<file path="config.mk">
export PLATFORM = sky130hd
export DESIGN_NAME = sorted_linked_list_table_unit
export DESIGN_NICKNAME = d
export VERILOG_FILES = /design/src/rtl/sllt_pkg.sv /design/src/rtl/sllt_ram.sv /design/src/rtl/sllt_seq.sv /design/src/rtl/sorted_linked_list_table_unit.sv
export VERILOG_INCLUDE_DIRS = /design/src /design/src/rtl
export SDC_FILE = /design/constraint.sdc
export NUM_CORES = 1
export LEC_CHECK = 0
export BUFFER_PORTS_ARGS = -buffer_cell sky130_fd_sc_hd__buf_2
export CORE_ASPECT_RATIO = 1.4
export CORE_MARGIN = 2
export CORE_UTILIZATION = 60
export CTS_CLUSTER_SIZE = 25
export DETAILED_ROUTE_END_ITERATION = 12
export HOLD_SLACK_MARGIN = 0.03
export PLACE_DENSITY = 0.77
export SETUP_SLACK_MARGIN = 0.3
export SLEW_MARGIN = 0
export SYNTH_ARGS = -nofsm -noshare
export SYNTH_HDL_FRONTEND = slang
export SYNTH_SLANG_ARGS = --single-unit
</file>
<file path="constraint.sdc">
create_clock -name clk -period 5.1 [get_ports clk]
set_input_delay 0.765 -clock clk [delete_from_list [all_inputs] [get_ports clk]]
set_output_delay 0.765 -clock clk [all_outputs]
set_load 0.01 [all_outputs]
</file>
<file path="src/rtl/assert_macros.svh">
// assertion macros used by sllt_seq
`ifndef ASSERT_MACROS_SVH
`define ASSERT_MACROS_SVH

// checked on every rising edge while reset is released
`define ASSERT_RST(lbl, clk, rst_n, prop, msg) \
	lbl: assert property (@(posedge clk) disable iff (!rst_n) prop) \
		else $error(msg);

// checked on every rising edge, reset included
`define ASSERT_CLK(lbl, clk, prop, msg) \
	lbl: assert property (@(posedge clk) prop) else $error(msg);

`endif

</file>
<file path="src/rtl/sllt_pkg.sv">
// types and constants of the sorted linked list table
`timescale 1ns / 1ps

package sllt_pkg;

	localparam int CAPACITY    = 16;
	localparam int VALUE_WIDTH = 16;
	localparam int OP_W        = 3;
	localparam int SLOT_W      = $clog2(CAPACITY);
	localparam int LINK_W      = $clog2(CAPACITY + 1);
	localparam int CNT_W       = $clog2(CAPACITY + 1);
	localparam int IN_DATA_W   = ((2 * VALUE_WIDTH + 7) / 8) * 8;
	localparam int OUT_DATA_W  = ((SLOT_W + VALUE_WIDTH + 7) / 8) * 8;

	// link code for end of list
	localparam logic [LINK_W-1:0] NONE_LINK = LINK_W'(CAPACITY);

	typedef enum logic [OP_W-1:0] {
		OP_INSERT    = 3'd0,
		OP_DELETE    = 3'd1,
		OP_MODIFY    = 3'd2,
		OP_LIST_ASC  = 3'd3,
		OP_LIST_DESC = 3'd4
	} op_e;

	typedef enum logic [1:0] {
		ST_OK        = 2'd0,
		ST_FULL      = 2'd1,
		ST_EMPTY     = 2'd2,
		ST_NOT_FOUND = 2'd3
	} status_e;

	typedef struct packed {
		logic                   we;
		logic [SLOT_W-1:0]      addr;
		logic [VALUE_WIDTH-1:0] data;
	} val_wr_t;

	typedef struct packed {
		logic              we;
		logic [SLOT_W-1:0] addr;
		logic [LINK_W-1:0] data;
	} link_wr_t;

	typedef struct packed {
		logic [SLOT_W-1:0] raddr;
		val_wr_t           val_wr;
		link_wr_t          next_wr;
		link_wr_t          prev_wr;
	} mem_req_t;

	typedef struct packed {
		logic [VALUE_WIDTH-1:0] val;
		logic [LINK_W-1:0]      next_link;
		logic [LINK_W-1:0]      prev_link;
	} mem_rsp_t;

	typedef struct packed {
		logic                   valid;
		status_e                status;
		logic [SLOT_W-1:0]      slot;
		logic [VALUE_WIDTH-1:0] item_value;
		logic                   last;
	} result_t;

endpackage

</file>
<file path="src/rtl/sllt_ram.sv">
// generic single port write, single port read ram with registered read
`timescale 1ns / 1ps

module sllt_ram #(
	parameter int WIDTH = 8,
	parameter int DEPTH = 16
) (
	input  logic                     clk,
	input  logic                     we,
	input  logic [$clog2(DEPTH)-1:0] waddr,
	input  logic [WIDTH-1:0]         wdata,
	input  logic [$clog2(DEPTH)-1:0] raddr,
	output logic [WIDTH-1:0]         rdata
);

	logic [WIDTH-1:0] mem [DEPTH];

	always_ff @(posedge clk) begin
		if (we) begin
			mem[waddr] <= wdata;
		end
		rdata <= mem[raddr];
	end

endmodule

</file>
<file path="src/rtl/sllt_seq.sv">
// sequencer: list walk, relinking, slot allocation and result generation
`timescale 1ns / 1ps
`include "assert_macros.svh"

module sllt_seq (
	input  logic                            clk,
	input  logic                            arst_n,
	input  logic                            in_valid,
	output logic                            in_ready,
	input  logic [sllt_pkg::OP_W-1:0]        in_op,
	input  logic [sllt_pkg::VALUE_WIDTH-1:0] in_value,
	input  logic [sllt_pkg::VALUE_WIDTH-1:0] in_new_value,
	input  logic                            out_free,
	output sllt_pkg::result_t               res,
	output sllt_pkg::mem_req_t              mem_req,
	input  sllt_pkg::mem_rsp_t              mem_rsp
);

	import sllt_pkg::*;

	typedef enum logic [2:0] {
		S_IDLE,
		S_READ,
		S_CHECK,
		S_WRITE1,
		S_WRITE2,
		S_EMIT
	} state_t;

	state_t                 state_q;
	op_e                    op_q;
	logic [VALUE_WIDTH-1:0] v_q;
	logic [VALUE_WIDTH-1:0] nv_q;
	logic [LINK_W-1:0]      p_q;
	logic [LINK_W-1:0]      pv_q;
	logic [SLOT_W-1:0]      f_q;
	logic [LINK_W-1:0]      head_q;
	logic [LINK_W-1:0]      tail_q;
	logic [CNT_W-1:0]       count_q;
	logic [CAPACITY-1:0]    used_q;
	status_e                res_status_q;
	logic [SLOT_W-1:0]      res_slot_q;
	logic [VALUE_WIDTH-1:0] res_value_q;

	logic [SLOT_W-1:0] free_slot;
	logic              accept;
	logic              is_list;
	logic              is_find;
	logic              val_lt;
	logic              val_eq;
	logic [LINK_W-1:0] step_link;
	logic              list_emit;
	logic              ins_walk;
	logic              fnd_walk;
	logic              lst_walk;

	// lowest slot not in use
	always_comb begin
		free_slot = '0;
		for (int i = CAPACITY - 1; i >= 0; i--) begin
			if (!used_q[i]) begin
				free_slot = SLOT_W'(i);
			end
		end
	end

	assign in_ready  = (state_q == S_IDLE);
	assign accept    = in_valid && in_ready;
	assign is_list   = (op_q == OP_LIST_ASC) || (op_q == OP_LIST_DESC);
	assign is_find   = (op_q == OP_DELETE) || (op_q == OP_MODIFY);
	assign val_lt    = $signed(mem_rsp.val) < $signed(v_q);
	assign val_eq    = (mem_rsp.val == v_q);
	assign step_link = (op_q == OP_LIST_DESC) ? mem_rsp.prev_link : mem_rsp.next_link;
	assign list_emit = (state_q == S_CHECK) && is_list && out_free;
	assign ins_walk  = (state_q == S_CHECK) && (op_q == OP_INSERT) && val_lt
		&& (mem_rsp.next_link != NONE_LINK);
	assign fnd_walk  = (state_q == S_CHECK) && is_find && !val_eq
		&& (mem_rsp.next_link != NONE_LINK);
	assign lst_walk  = list_emit && (step_link != NONE_LINK);

	always_comb begin
		mem_req = '0;
		// walk one entry per cycle, lists while output free, via the fetched link
		if (ins_walk || fnd_walk) begin
			mem_req.raddr = mem_rsp.next_link[SLOT_W-1:0];
		end else if (lst_walk) begin
			mem_req.raddr = step_link[SLOT_W-1:0];
		end else begin
			mem_req.raddr = p_q[SLOT_W-1:0];
		end
		case (state_q)
			S_WRITE1: begin
				mem_req.val_wr  = '{we: 1'b1, addr: f_q, data: v_q};
				mem_req.next_wr = '{we: 1'b1, addr: f_q, data: p_q};
				mem_req.prev_wr = '{we: 1'b1, addr: f_q, data: pv_q};
			end
			S_WRITE2: begin
				mem_req.next_wr = '{we: (pv_q != NONE_LINK), addr: pv_q[SLOT_W-1:0],
					data: LINK_W'(f_q)};
				mem_req.prev_wr = '{we: (p_q != NONE_LINK), addr: p_q[SLOT_W-1:0],
					data: LINK_W'(f_q)};
			end
			S_CHECK: begin
				if (op_q == OP_MODIFY && val_eq) begin
					mem_req.val_wr = '{we: 1'b1, addr: p_q[SLOT_W-1:0], data: nv_q};
				end
				if (op_q == OP_DELETE && val_eq) begin
					mem_req.next_wr = '{we: (mem_rsp.prev_link != NONE_LINK),
						addr: mem_rsp.prev_link[SLOT_W-1:0], data: mem_rsp.next_link};
					mem_req.prev_wr = '{we: (mem_rsp.next_link != NONE_LINK),
						addr: mem_rsp.next_link[SLOT_W-1:0], data: mem_rsp.prev_link};
				end
			end
			default: begin
			end
		endcase
	end

	always_comb begin
		res = '{valid: 1'b0, status: res_status_q, slot: res_slot_q,
			item_value: res_value_q, last: 1'b1};
		if (state_q == S_EMIT) begin
			res.valid = out_free;
		end else if (list_emit) begin
			res = '{valid: 1'b1, status: ST_OK, slot: p_q[SLOT_W-1:0],
				item_value: mem_rsp.val, last: (step_link == NONE_LINK)};
		end
	end

	always_ff @(posedge clk or negedge arst_n) begin
		if (!arst_n) begin
			state_q      <= S_IDLE;
			op_q         <= OP_INSERT;
			head_q       <= NONE_LINK;
			tail_q       <= NONE_LINK;
			count_q      <= '0;
			used_q       <= '0;
			v_q          <= '0;
			nv_q         <= '0;
			p_q          <= NONE_LINK;
			pv_q         <= NONE_LINK;
			f_q          <= '0;
			res_status_q <= ST_OK;
			res_slot_q   <= '0;
			res_value_q  <= '0;
		end else begin
			unique case (state_q)
				S_IDLE: begin
					if (accept) begin
						op_q         <= op_e'(in_op);
						v_q          <= in_value;
						nv_q         <= in_new_value;
						f_q          <= free_slot;
						res_slot_q   <= '0;
						res_value_q  <= '0;
						unique case (op_e'(in_op))
							OP_INSERT: begin
								if (count_q == CNT_W'(CAPACITY)) begin
									res_status_q <= ST_FULL;
									state_q      <= S_EMIT;
								end else if (head_q == NONE_LINK) begin
									p_q     <= NONE_LINK;
									pv_q    <= tail_q;
									state_q <= S_WRITE1;
								end else begin
									p_q     <= head_q;
									state_q <= S_READ;
								end
							end
							OP_DELETE, OP_MODIFY, OP_LIST_ASC: begin
								res_status_q <= ST_EMPTY;
								p_q          <= head_q;
								state_q      <= (count_q == '0) ? S_EMIT : S_READ;
							end
							OP_LIST_DESC: begin
								res_status_q <= ST_EMPTY;
								p_q          <= tail_q;
								state_q      <= (count_q == '0) ? S_EMIT : S_READ;
							end
							default: begin
								state_q <= S_IDLE;
							end
						endcase
					end
				end
				S_READ: begin
					state_q <= S_CHECK;
				end
				S_CHECK: begin
					if (op_q == OP_INSERT) begin
						if (!val_lt) begin
							pv_q    <= mem_rsp.prev_link;
							state_q <= S_WRITE1;
						end else if (mem_rsp.next_link == NONE_LINK) begin
							p_q     <= NONE_LINK;
							pv_q    <= tail_q;
							state_q <= S_WRITE1;
						end else begin
							p_q <= mem_rsp.next_link;
						end
					end else if (is_find) begin
						if (val_eq) begin
							res_status_q <= ST_OK;
							res_slot_q   <= p_q[SLOT_W-1:0];
							state_q      <= S_EMIT;
							if (op_q == OP_MODIFY) begin
								res_value_q <= nv_q;
							end else begin
								res_value_q <= mem_rsp.val;
								used_q[p_q[SLOT_W-1:0]] <= 1'b0;
								count_q <= count_q - CNT_W'(1);
								if (mem_rsp.prev_link == NONE_LINK) begin
									head_q <= mem_rsp.next_link;
								end
								if (mem_rsp.next_link == NONE_LINK) begin
									tail_q <= mem_rsp.prev_link;
								end
							end
						end else if (mem_rsp.next_link == NONE_LINK) begin
							res_status_q <= ST_NOT_FOUND;
							state_q      <= S_EMIT;
						end else begin
							p_q <= mem_rsp.next_link;
						end
					end else begin
						// list op: stalled output means re-read the current entry
						if (!out_free) begin
							state_q <= S_READ;
						end else if (step_link == NONE_LINK) begin
							state_q <= S_IDLE;
						end else begin
							p_q <= step_link;
						end
					end
				end
				S_WRITE1: begin
					used_q[f_q] <= 1'b1;
					count_q     <= count_q + CNT_W'(1);
					if (pv_q == NONE_LINK) begin
						head_q <= LINK_W'(f_q);
					end
					if (p_q == NONE_LINK) begin
						tail_q <= LINK_W'(f_q);
					end
					state_q <= S_WRITE2;
				end
				S_WRITE2: begin
					res_status_q <= ST_OK;
					res_slot_q   <= f_q;
					res_value_q  <= v_q;
					state_q      <= S_EMIT;
				end
				S_EMIT: begin
					if (out_free) begin
						state_q <= S_IDLE;
					end
				end
				default: begin
					state_q <= S_IDLE;
				end
			endcase
		end
	end

	`ASSERT_CLK(a_count_bound, clk, !arst_n || count_q <= CNT_W'(CAPACITY), "entry count over capacity")
	`ASSERT_RST(a_count_used, clk, arst_n, $countones(used_q) == int'(count_q), "count != used")
	`ASSERT_RST(a_head_empty, clk, arst_n, (count_q == '0) == (head_q == NONE_LINK), "head/count")
	`ASSERT_RST(a_res_free, clk, arst_n, res.valid |-> out_free, "result with output busy")

endmodule

</file>
<file path="src/rtl/sorted_linked_list_table_unit.sv">
// Sorted doubly linked list table: link rams, sequencer and output register.
// An insert walks to its place, writes the new entry and relinks its neighbours; delete and
// modify walk to the match. A list op gives one result per cycle while the output is free.
// Only one operation is in flight at a time, set by the serial walk of the link rams at one read per cycle.
// Reset: entry count, used bits, head, tail and output valid clear at once; the rams need
// no clearing pass, entries are only read once linked.
`timescale 1ns / 1ps

module sorted_linked_list_table_unit (
	input  logic                           clk,
	input  logic                           arst_n,
	input  logic                           s_tvalid,
	output logic                           s_tready,
	input  logic [sllt_pkg::IN_DATA_W-1:0]  s_tdata,   // value, new_value
	input  logic [sllt_pkg::OP_W-1:0]       s_tuser,   // op
	output logic                           m_tvalid,
	input  logic                           m_tready,
	output logic [sllt_pkg::OUT_DATA_W-1:0] m_tdata,   // slot, item_value, zero pad
	output logic [1:0]                     m_tuser,   // status
	output logic                           m_tlast
);

	import sllt_pkg::*;

	mem_req_t mem_req;
	mem_rsp_t mem_rsp;
	result_t  res;
	logic     out_free;

	logic                   out_valid_q;
	status_e                out_status_q;
	logic [SLOT_W-1:0]      out_slot_q;
	logic [VALUE_WIDTH-1:0] out_value_q;
	logic                   out_last_q;

	sllt_ram #(.WIDTH(VALUE_WIDTH), .DEPTH(CAPACITY)) u_val_ram (
		.clk   (clk),
		.we    (mem_req.val_wr.we),
		.waddr (mem_req.val_wr.addr),
		.wdata (mem_req.val_wr.data),
		.raddr (mem_req.raddr),
		.rdata (mem_rsp.val)
	);

	sllt_ram #(.WIDTH(LINK_W), .DEPTH(CAPACITY)) u_next_ram (
		.clk   (clk),
		.we    (mem_req.next_wr.we),
		.waddr (mem_req.next_wr.addr),
		.wdata (mem_req.next_wr.data),
		.raddr (mem_req.raddr),
		.rdata (mem_rsp.next_link)
	);

	sllt_ram #(.WIDTH(LINK_W), .DEPTH(CAPACITY)) u_prev_ram (
		.clk   (clk),
		.we    (mem_req.prev_wr.we),
		.waddr (mem_req.prev_wr.addr),
		.wdata (mem_req.prev_wr.data),
		.raddr (mem_req.raddr),
		.rdata (mem_rsp.prev_link)
	);

	sllt_seq u_seq (
		.clk          (clk),
		.arst_n       (arst_n),
		.in_valid     (s_tvalid),
		.in_ready     (s_tready),
		.in_op        (s_tuser),
		.in_value     (s_tdata[VALUE_WIDTH-1:0]),
		.in_new_value (s_tdata[2*VALUE_WIDTH-1:VALUE_WIDTH]),
		.out_free     (out_free),
		.res          (res),
		.mem_req      (mem_req),
		.mem_rsp      (mem_rsp)
	);

	assign out_free = !out_valid_q || m_tready;

	always_ff @(posedge clk or negedge arst_n) begin
		if (!arst_n) begin
			out_valid_q  <= 1'b0;
			out_status_q <= ST_OK;
			out_slot_q   <= '0;
			out_value_q  <= '0;
			out_last_q   <= 1'b0;
		end else begin
			if (res.valid) begin
				out_valid_q  <= 1'b1;
				out_status_q <= res.status;
				out_slot_q   <= res.slot;
				out_value_q  <= res.item_value;
				out_last_q   <= res.last;
			end else if (m_tready) begin
				out_valid_q <= 1'b0;
			end
		end
	end

	assign m_tvalid = out_valid_q;
	assign m_tdata  = OUT_DATA_W'({out_value_q, out_slot_q});
	assign m_tuser  = out_status_q;
	assign m_tlast  = out_last_q;

endmodule
</file>
; After elaboration in Yosys (flattened, before gate mapping)
; Memories as Yosys holds them, arrays and structs flattened. A register that Yosys moved wholly into a read port is not among the register bits.
; Index checks and enable logic that the tools add are counted.
; W data, S select, Z words.
[totals]
register_bits = 129
ramBits = 416
in_bits = 39
output_inout_bits = 29
wordCells = 242
memories = 3
[memory_table]
columns = memory, depth, word_bits, rd, rd_clocked_by_memory_dff, wr, line_no
row1 = u_val_ram.mem, 16, 16, 1, 1, 1, sllt_ram.sv:16  ; logic [WIDTH-1:0] mem [DEPTH];
row2 = u_next_ram.mem, 16, 5, 1, 1, 1, sllt_ram.sv:16
row3 = u_prev_ram.mem, 16, 5, 1, 1, 1, sllt_ram.sv:16
[classes]
n_addsub = 2
order_cmp = 5
eq_ne = 54
n_mux = 117
bitwise_logic = 3
reduce_logical = 39
[ops]
columns = cell, n
row1 = $mux W5, 35
row2 = $mux W16, 9
row3 = $mux W4, 22
row4 = $pmux W20 S3, 1
row5 = $pmux W5 S2, 5
row6 = $pmux W16 S3, 1
row7 = $pmux W21 S2, 1
row8 = $mux W3, 12
row9 = $eq A5 B5 Y1 const B, 7
row10 = $ne A5 B5 Y1 const B, 7
row11 = $pmux W16 S2, 1
row12 = $reduce_and A7 Y1, 4
row13 = $mux W24, 1
row14 = $mux W23, 1
row15 = $mux W21, 1
row16 = $mux W20, 1
row17 = $eq A3 B2 Y1 const B, 6
row18 = $ne A2 B2 Y1 const B, 9
row19 = $pmux W3 S6, 1
row20 = $and A16 B16 Y16, 1
row21 = $eq A16 B16 Y1, 1
row22 = $lt A16 B16 Y1, 1
row23 = $ne A4 B4 Y1 const B, 4
row24 = $not A16 Y16, 1
row25 = other kinds (32), 87

; Depth between registers and ports, before layout
; Gate-level depths: netlist of the first run.
[depth]
word_depth = 16
depth_mapped = 16
ltp_nobuf = 11

; Modules after synthesis
; A second synthesis of the first run with hierarchy kept.
[unflattened]
cells_unflattened = 1594
area_unflattened_um2 = 24254.5
[modules_own_cells]
columns = mod, instances, cells_each, area_per_inst_um2, seq_area_each_um2
row1 = sllt_ram (u_val_ram), 1, 432, 10042.1, 8007.7
row2 = sllt_seq, 1, 795, 6757.7, 2632.5
row3 = sllt_ram (u_next_ram ...), 2, 155, 3213.1, 2502.4
row4 = sorted_linked_list_table_unit, 1, 57, 1028.5, 600.6

; Worst setup path before layout of the first run
; No wires, ideal clock.
[synth_timing]
path_type = flip-flop to flip-flop
start = reg u_seq.v_q[15]
end = reg u_next_ram.rdata[0], read port of u_next_ram.mem
setup_ns = 0.127
arrival_time_ns = 3.274
required_time_ns = 4.973
slack_ns = 1.699
stages_incl_launch_ff = 13
path_buffers = 2
period_less_slack_ns = 3.401
cell_sequence = dfrtp_1 -> inv_1 -> ha_1 -> nand4_1 -> a2111oi_0 -> o21ai_0 -> a311oi_2 -> a21o_1 -> clkbuf_1 -> buf_2 -> mux2i_1 -> o2111ai_1 -> or3_1
[synth_between]
elab_chain_cells = 6
word_cells_on_any_way = 9
classes_between = 1 x order compare / 1 x eq/ne / 1 x mux / 6 x reduce/logical
[synth_rtl]
columns = element, line_no
row1 = start: declaration, sllt_seq.sv:32  ; logic [VALUE_WIDTH-1:0] v_q;
row2 = start signal: assignment, sllt_seq.sv:151  ; v_q <= in_value;
row3 = branches (longest 4 deep; another with $lt A16 B16 Y1), --
row4 = $logic_or A1 B1 Y1 (*), sllt_seq.sv:84  ; if (ins_walk || fnd_walk) begin
row5 = $mux W4 (*), sllt_seq.sv:84
row6 = end: declaration, sllt_ram.sv:13  ; output logic [WIDTH-1:0] rdata
; Mark *: on every way between the ends.
; A chain may end at the register's enable or synchronous reset.

; Worst setup path in the final report of the first run
[layout_timing]
start = reg u_seq.v_q[11]
end = reg u_val_ram.rdata[13], read port of u_val_ram.mem
[layout_between]
elab_chain_cells = 6
word_cells_on_any_way = 9
classes_between = 1 x order compare / 1 x eq/ne / 1 x mux / 6 x reduce/logical
[layout_rtl]
columns = element, line_no
row1 = branches (longest 4 deep; another with $lt A16 B16 Y1), --
row2 = $logic_or A1 B1 Y1 (*), sllt_seq.sv:84
row3 = $mux W4 (*), sllt_seq.sv:84
row4 = end: declaration, sllt_ram.sv:13
; Marked as above.

==> summary.txt, run 1 <==
Status
  • Status: finished clean

Critical path
  • R2r startpoint: u_seq.v_q[11]
  • Max FO, Critical Path: 96
  • CP required: 5.57 ns
  • RR Endpoint: u_val_ram.rdata[13]
  • CP startpoint kind: flop
  • Reg2reg path depth: 11
  • Flop2flop setup slack: 0.60 ns
  • Element type at the critical path end: flop
  • Worst path arrival time: 4.97 ns
  • Kind of critical path: reg -> reg

Routing
  • Starting DRT DRC Count: 2097
  • Wire length per cell: 23.4 um
  • Final WL: 65.4 mm
  • DRC viols: 0
  • DRT antenna net count: 0
  • Initial DRT Pass Iterations: 5
  • Routed via count: 18.1k
  • Vias/cell: 6.47

CTS
  • Hold buffers post-CTS: 0
  • Post-cts resize count: 0
  • Num CTS Buffers: 51
  • Clk_lat worst skew: 0.60 ns
  • Clk root buf: clkbuf_16
  • CTS tree: yes
  • Reg clk slew, reported paths: 0.06 ns
  • # H-tree levels: 2
  • CTS max path bufs: 3
  • Setup Buffers After CTS: 0
  • Num Clock Sinks: 571

GRT
  • All-layer global routing usage: 0.291
  • Largest net degree at the start of global routing: 97
  • Vias in the first global route: 17.8k
  • First-pass GRT wire length: 99.9 mm
  • Remaining Overflow, GRT: 0
  • Initial antenna violation count: 0

Synth
  • Top-area cell type share of the netlist area: 0.486
  • Top FF cell, synth: edfxtp_1
  • Post-synth EDFFs: 416
  • Yosys cell types: 71
  • Area contributors post-synth: edfxtp_1, dfrtp_1, mux2i_1
  • Post-synth ARST share: 0.226
  • Compound-Gate Fraction of Synth Area: 0.149
  • Post-synthesis mux area share: 0.0720
  • Mapped Area: 25700 um^2
  • Synth Area in Adders: 0.0100
  • Simple logic cell fraction of the synthesized area: 0.0905
  • Syn avg cell area: 11.8 um^2
  • Synth warn: 0
  • Post-Synth XOR/XNOR Area: 0.00204
  • Seq/Total Area, Yosys: 0.632
  • Biggest area consumer among synthesized cells: edfxtp_1
  • Cells after Synth: 2178
  • Synthesis-stage register bit count: 571
  • Largest family of logic cells by synthesized area: compound AO/OA/AOI/OAI gates

Placement
  • Place WS: 0.514 ns
  • Final HPWL from detailed placement: 41.3 mm
  • Global placement routability congestion: 0.886
  • I/O Buffers: 63

Pwr
  • Clock Power Share: 0.244
  • Psw: 6370 uW
  • Cell internal pwr: 10500 uW
  • Leak Pwr: 0.0111 uW
  • Seq pwr share: 0.379
  • Logic pwr share: 0.376
  • Max IR drop VDD: 335 uV
  • Pwr/cell area: 593 nW/um^2
  • Sw Share: 0.377

STA
  • RSZ-0062 raised after global routing: false
  • Final hold slack: 0.292 ns
  • Worst slew pin tran: 1.19 ns
  • Total Neg Setup Slack: 0 ns
  • Fin worst setup slack: 0.598 ns
  • Setup violators final: 0
  • Final Critical Period: 4.50 ns
  • Final Hold Viols: 0
  • Tcrit/Tclk final: 0.883
  • Fmax: 222 MHz
  • Post-Route Skew: 0.0260 ns
  • Max-slew headroom: 0.206
  • Slew Viols, Final: 0

Cells and area
  • Area grow syn2layout: 10.7%
  • ANT cells: 0
  • Nets: 2266
  • Most frequent cells in the layout: edfxtp_1, nand2_1, o21ai_0
  • Layout cells sized above 1: 0.113
  • Leading cell type in the layout, fill and taps excluded: edfxtp_1

Floorplanning
  • Ports: 68
  • Chip Width: 179 um
  • Die ar.: 44500 um^2
  • DIE HEIGHT: 249 um
  • Initial core utilization: 0.609
  • Core Box Area: 42200 um^2
  • Number of cell rows: 89

Min path
  • Hold/Removal Path Class: in -> async

Flow run
  • Max-Cap Viols: 0
==> per-stage QoR <==
step,std cells,utilization,power (uW),area (um^2)
floorplan,2181,-,10800,25700
global placement,2700,0.631,12400,26600
detailed placement,2700,0.631,12700,26600
CTS,2796,0.674,16800,28500
global route,2796,0.674,17700,28500
finish,2796,0.674,16900,28500
==> worst max-delay path, cell delays in order (launching register included) <==
cell,delay [ns]
dfrtp_1,0.37
inv_1,0.07
ha_1,0.32
nand4_1,0.26
a2111oi_0,0.75
or3_1,0.39
a31o_4,0.48
buf_6,0.60
a211oi_1,0.16
o21ai_0,0.21
o2111ai_1,0.25
or3_1,0.45
==> logic make-up after synthesis <==
family	after synthesis
AO/OA/AOI/OAI	602
flip-flops	571
AND/OR/NAND/NOR	534
buffers and inverters	262
multiplexers	182
adder cells (fa/ha/maj)	20
XOR/XNOR	6
other	1
==> final cells by class <==
class	count	area (um^2)
multi-input combinational	1348	8420
fill	2923	13700
inverter	104	390
clock inverter	28	340
sequential	571	16200
timing repair buffer	131	895
tap	546	683
clock buffer	68	1490
==> power groups by stage <==
stage | logic (uW) | clock network, uW | registers (uW)
2_1_floorplan | 4680 | 0 | 6160
3_3_place_gp | 6030 | 0 | 6420
3_5_place_dp | 6230 | 0 | 6460
4_1_cts | 6270 | 4150 | 6370
5_1_grt | 6850 | 4350 | 6450
6_report | 6360 | 4120 | 6400
==> synth_stat cells (18+ instances only) <==
cell type,n
o21ai_1,23
o2111ai_1,26
a21oi_1,89
nor2_1,112
or3_1,35
nand2b_1,18
buf_2,31
o22ai_1,55
ha_1,19
a211oi_1,160
inv_1,104
clkbuf_1,106
o21ai_0,181
mux2i_1,170
edfxtp_1,416
dfrtp_1,125
nand2_1,297
dfxtp_1,26
==> how the worst max path moves through the flow <==
stage / startpoint / cells past startpoint / slack (ns) / to
final: u_seq.v_q[11] / 11 / 0.60 / u_val_ram.rdata[13]
after global routing: u_seq.v_q[15] / 12 / 0.44 / u_prev_ram.rdata[0]
after CTS: u_seq.v_q[11] / 11 / 0.49 / u_val_ram.rdata[10]
after detailed placement: u_seq.v_q[11] / 11 / 0.51 / u_val_ram.rdata[8]
after global placement: u_seq.v_q[11] / 11 / 0.73 / u_val_ram.rdata[10]
after floorplan: u_seq.v_q[15] / 12 / 1.70 / u_next_ram.rdata[0]
==> state kept, by name, indices dropped and copies added, names as in the netlist, 16 cells and up <==
register           count
u_seq.v_q             16
u_next_ram.mem        80
u_val_ram.rdata       16
out_value_q           16
u_seq.nv_q            16
u_seq.used_q          16
u_val_ram.mem        256
u_seq.res_value_q     16
u_prev_ram.mem        80
==> per-layer routing <==
metal | track usage | wire length, um
met1 | 0.392 | 25400
met2 | 0.471 | 31800
met3 | 0.0392 | 5590
met4 | 0.126 | 2650
met5 | 0 | 0
Power figures use the tool's default switching activity.
==> run 2, diff against run 1 <==
==> constraint.sdc (replaced) <==
create_clock -name clk -period 5.2 [get_ports clk]
set_input_delay 0.78 -clock clk [delete_from_list [all_inputs] [get_ports clk]]
set_output_delay 0.78 -clock clk [all_outputs]
set_load 0.01 [all_outputs]
==> run 2 against run 1 <==
Compared with the run above:
- sequential power down 2%
- fmax down 3.2%
- critical endpoint is now u_val_ram.rdata[9]
- via count down 0.42%
- critical path depth up 1
- worst setup slack worse by 0.050 ns
==> summary.txt, run 2 (synthesis gave the netlist of run 1 again) <==
Routing
  • Final WL: 64.5 mm
  • DRT antenna net count: 0
  • Routed via count: 18.0k
  • Initial DRT Pass Iterations: 7
  • DRC viols: 0
  • Starting DRT DRC Count: 2182
  • Wire length per cell: 23.1 um
  • Vias/cell: 6.46

Cells and area
  • Top reg by flops: u_val_ram.mem
  • Total of fill cells in the finished design: 2987
  • Largest register FFs: 256
  • Area grow syn2layout: 9.53%
  • Leading cell type in the layout, fill and taps excluded: edfxtp_1
  • Nets: 2265
  • Layout cells sized above 1: 0.107
  • Regs by FF count: u_val_ram.mem (256), u_next_ram.mem (80), u_prev_ram.mem (80)
  • Most frequent cells in the layout: edfxtp_1, nand2_1, o21ai_0
  • ANT cells: 0

Status
  • Status: finished clean

Critical path
  • Flop2flop setup slack: 0.55 ns
  • CP startpoint kind: flop
  • Kind of critical path: reg -> reg
  • Max FO, Critical Path: 78
  • Reg2reg path depth: 12
  • RR Endpoint: u_val_ram.rdata[9]
  • Worst path arrival time: 5.11 ns
  • R2r startpoint: u_seq.v_q[15]
  • Element type at the critical path end: flop
  • CP required: 5.65 ns

Pwr
  • Pwr/cell area: 570 nW/um^2
  • Max IR drop VDD: 430 uV
  • Total power: 16000 uW
  • Leak Pwr: 0.0110 uW

Floorplanning
  • Ports: 68
  • DIE HEIGHT: 249 um
  • Die ar.: 44500 um^2
  • Core Box Area: 42200 um^2
  • Initial core utilization: 0.609
  • Chip Width: 179 um
  • Number of cell rows: 89

CTS
  • # H-tree levels: 2
  • Clk_lat worst skew: 0.59 ns
  • Hold buffers post-CTS: 0
  • CTS max path bufs: 3
  • Clk root buf: clkbuf_16
  • Setup Buffers After CTS: 0
  • Num CTS Buffers: 50
  • Num Clock Sinks: 571
  • CTS tree: yes
  • Reg clk slew, reported paths: 0.07 ns

GRT
  • Initial antenna violation count: 0
  • First-pass GRT wire length: 99.7 mm
  • Vias in the first global route: 17.7k
  • All-layer global routing usage: 0.289
  • Remaining Overflow, GRT: 0
  • Largest net degree at the start of global routing: 150

STA
  • Final Hold Viols: 0
  • Slew Viols, Final: 0
  • Post-Route Skew: 0.0185 ns
  • RSZ-0062 raised after global routing: false
  • Total Neg Setup Slack: 0 ns
  • Fmax: 215 MHz
  • Setup violators final: 0
  • Worst slew pin tran: 1.19 ns
  • Max-slew headroom: 0.200
  • Tcrit/Tclk final: 0.895
  • Final Critical Period: 4.65 ns

Placement
  • Global placement routability congestion: 0.901
  • I/O Buffers: 63
  • Final HPWL from detailed placement: 41.2 mm

Min path
  • Hold/Removal Path Class: in -> async

Flow run
  • Max-Cap Viols: 0
run 2: worst max path at each step:
stage | start | end | slack [ns] | depth (start not counted)
floorplan | u_seq.v_q[15] | u_next_ram.rdata[0] | 1.80 | 12
CTS | u_seq.v_q[15] | u_val_ram.rdata[9] | 0.56 | 12
global placement | u_seq.v_q[11] | u_prev_ram.rdata[3] | 0.74 | 12
finish | u_seq.v_q[15] | u_val_ram.rdata[9] | 0.55 | 12
global route | u_seq.v_q[15] | u_val_ram.rdata[9] | 0.47 | 12
detailed placement | u_seq.v_q[15] | u_val_ram.rdata[9] | 0.63 | 12
run 2: layer usage:
| layer | wire, um | up-vias | track usage |
|---|---|---|---|
| met4 | 2920 | 0 | 0.134 |
| li1 | - | 8100 | - |
| met2 | 30900 | 964 | 0.459 |
| met5 | 0 | - | 0 |
| met3 | 5280 | 221 | 0.0504 |
| met1 | 25500 | 8737 | 0.389 |
run 2: worst max-delay path, cell delays in order (launching register included):
cell and delay, ns:
dfrtp_1 0.35, inv_1 0.07, ha_1 0.37, nand4_1 0.22, a2111oi_1 0.87, o21ai_0 0.18, buf_4 0.21, a311oi_4 0.35
buf_4 0.74, a211oi_1 0.11, o21ai_0 0.23, o2111ai_1 0.26, or3_1 0.45
run 2: area by class of cell:
| cell class | instances | area [um^2] | area share |
|---|---|---|---|
| inverters | 104 | 390 | 0.0139 |
| well taps | 546 | 683 | 0.0243 |
| repair buffers | 131 | 878 | 0.0312 |
| clock inverters | 26 | 193 | 0.00684 |
| clock buffers | 64 | 1350 | 0.0478 |
| multi-input cells | 1348 | 8420 | 0.299 |
| flip-flops and latches | 571 | 16200 | 0.577 |
run 2: stage by stage:
stage,worst slack (ns),std cells,cell area (um^2),hold WS (ns),utilization
5_1_grt,0.474,2790,28200,0.382,0.667
6_report,0.548,2790,28200,0.375,0.667
3_3_place_gp,0.739,2700,26600,0.468,0.631
4_1_cts,0.563,2790,28200,0.375,0.667
2_1_floorplan,1.80,2181,25700,0.420,-
3_5_place_dp,0.631,2700,26600,0.474,0.631
run 2: where the power goes:
group	internal, uW	leakage [uW]	total, uW	switching, uW
sequential	5640	0.00568	6250	614
clock	1930	0.000766	3540	1610
combinational	2300	0.00452	6240	3950
run 2: timing repair:
| item | 4_1_cts | 5_1_grt |
|---|---|---|
| hold endpoints to repair | 0 | 0 |
| setup endpoints to repair | 0 | 4 |
| gates resized for setup | 0 | 1 |
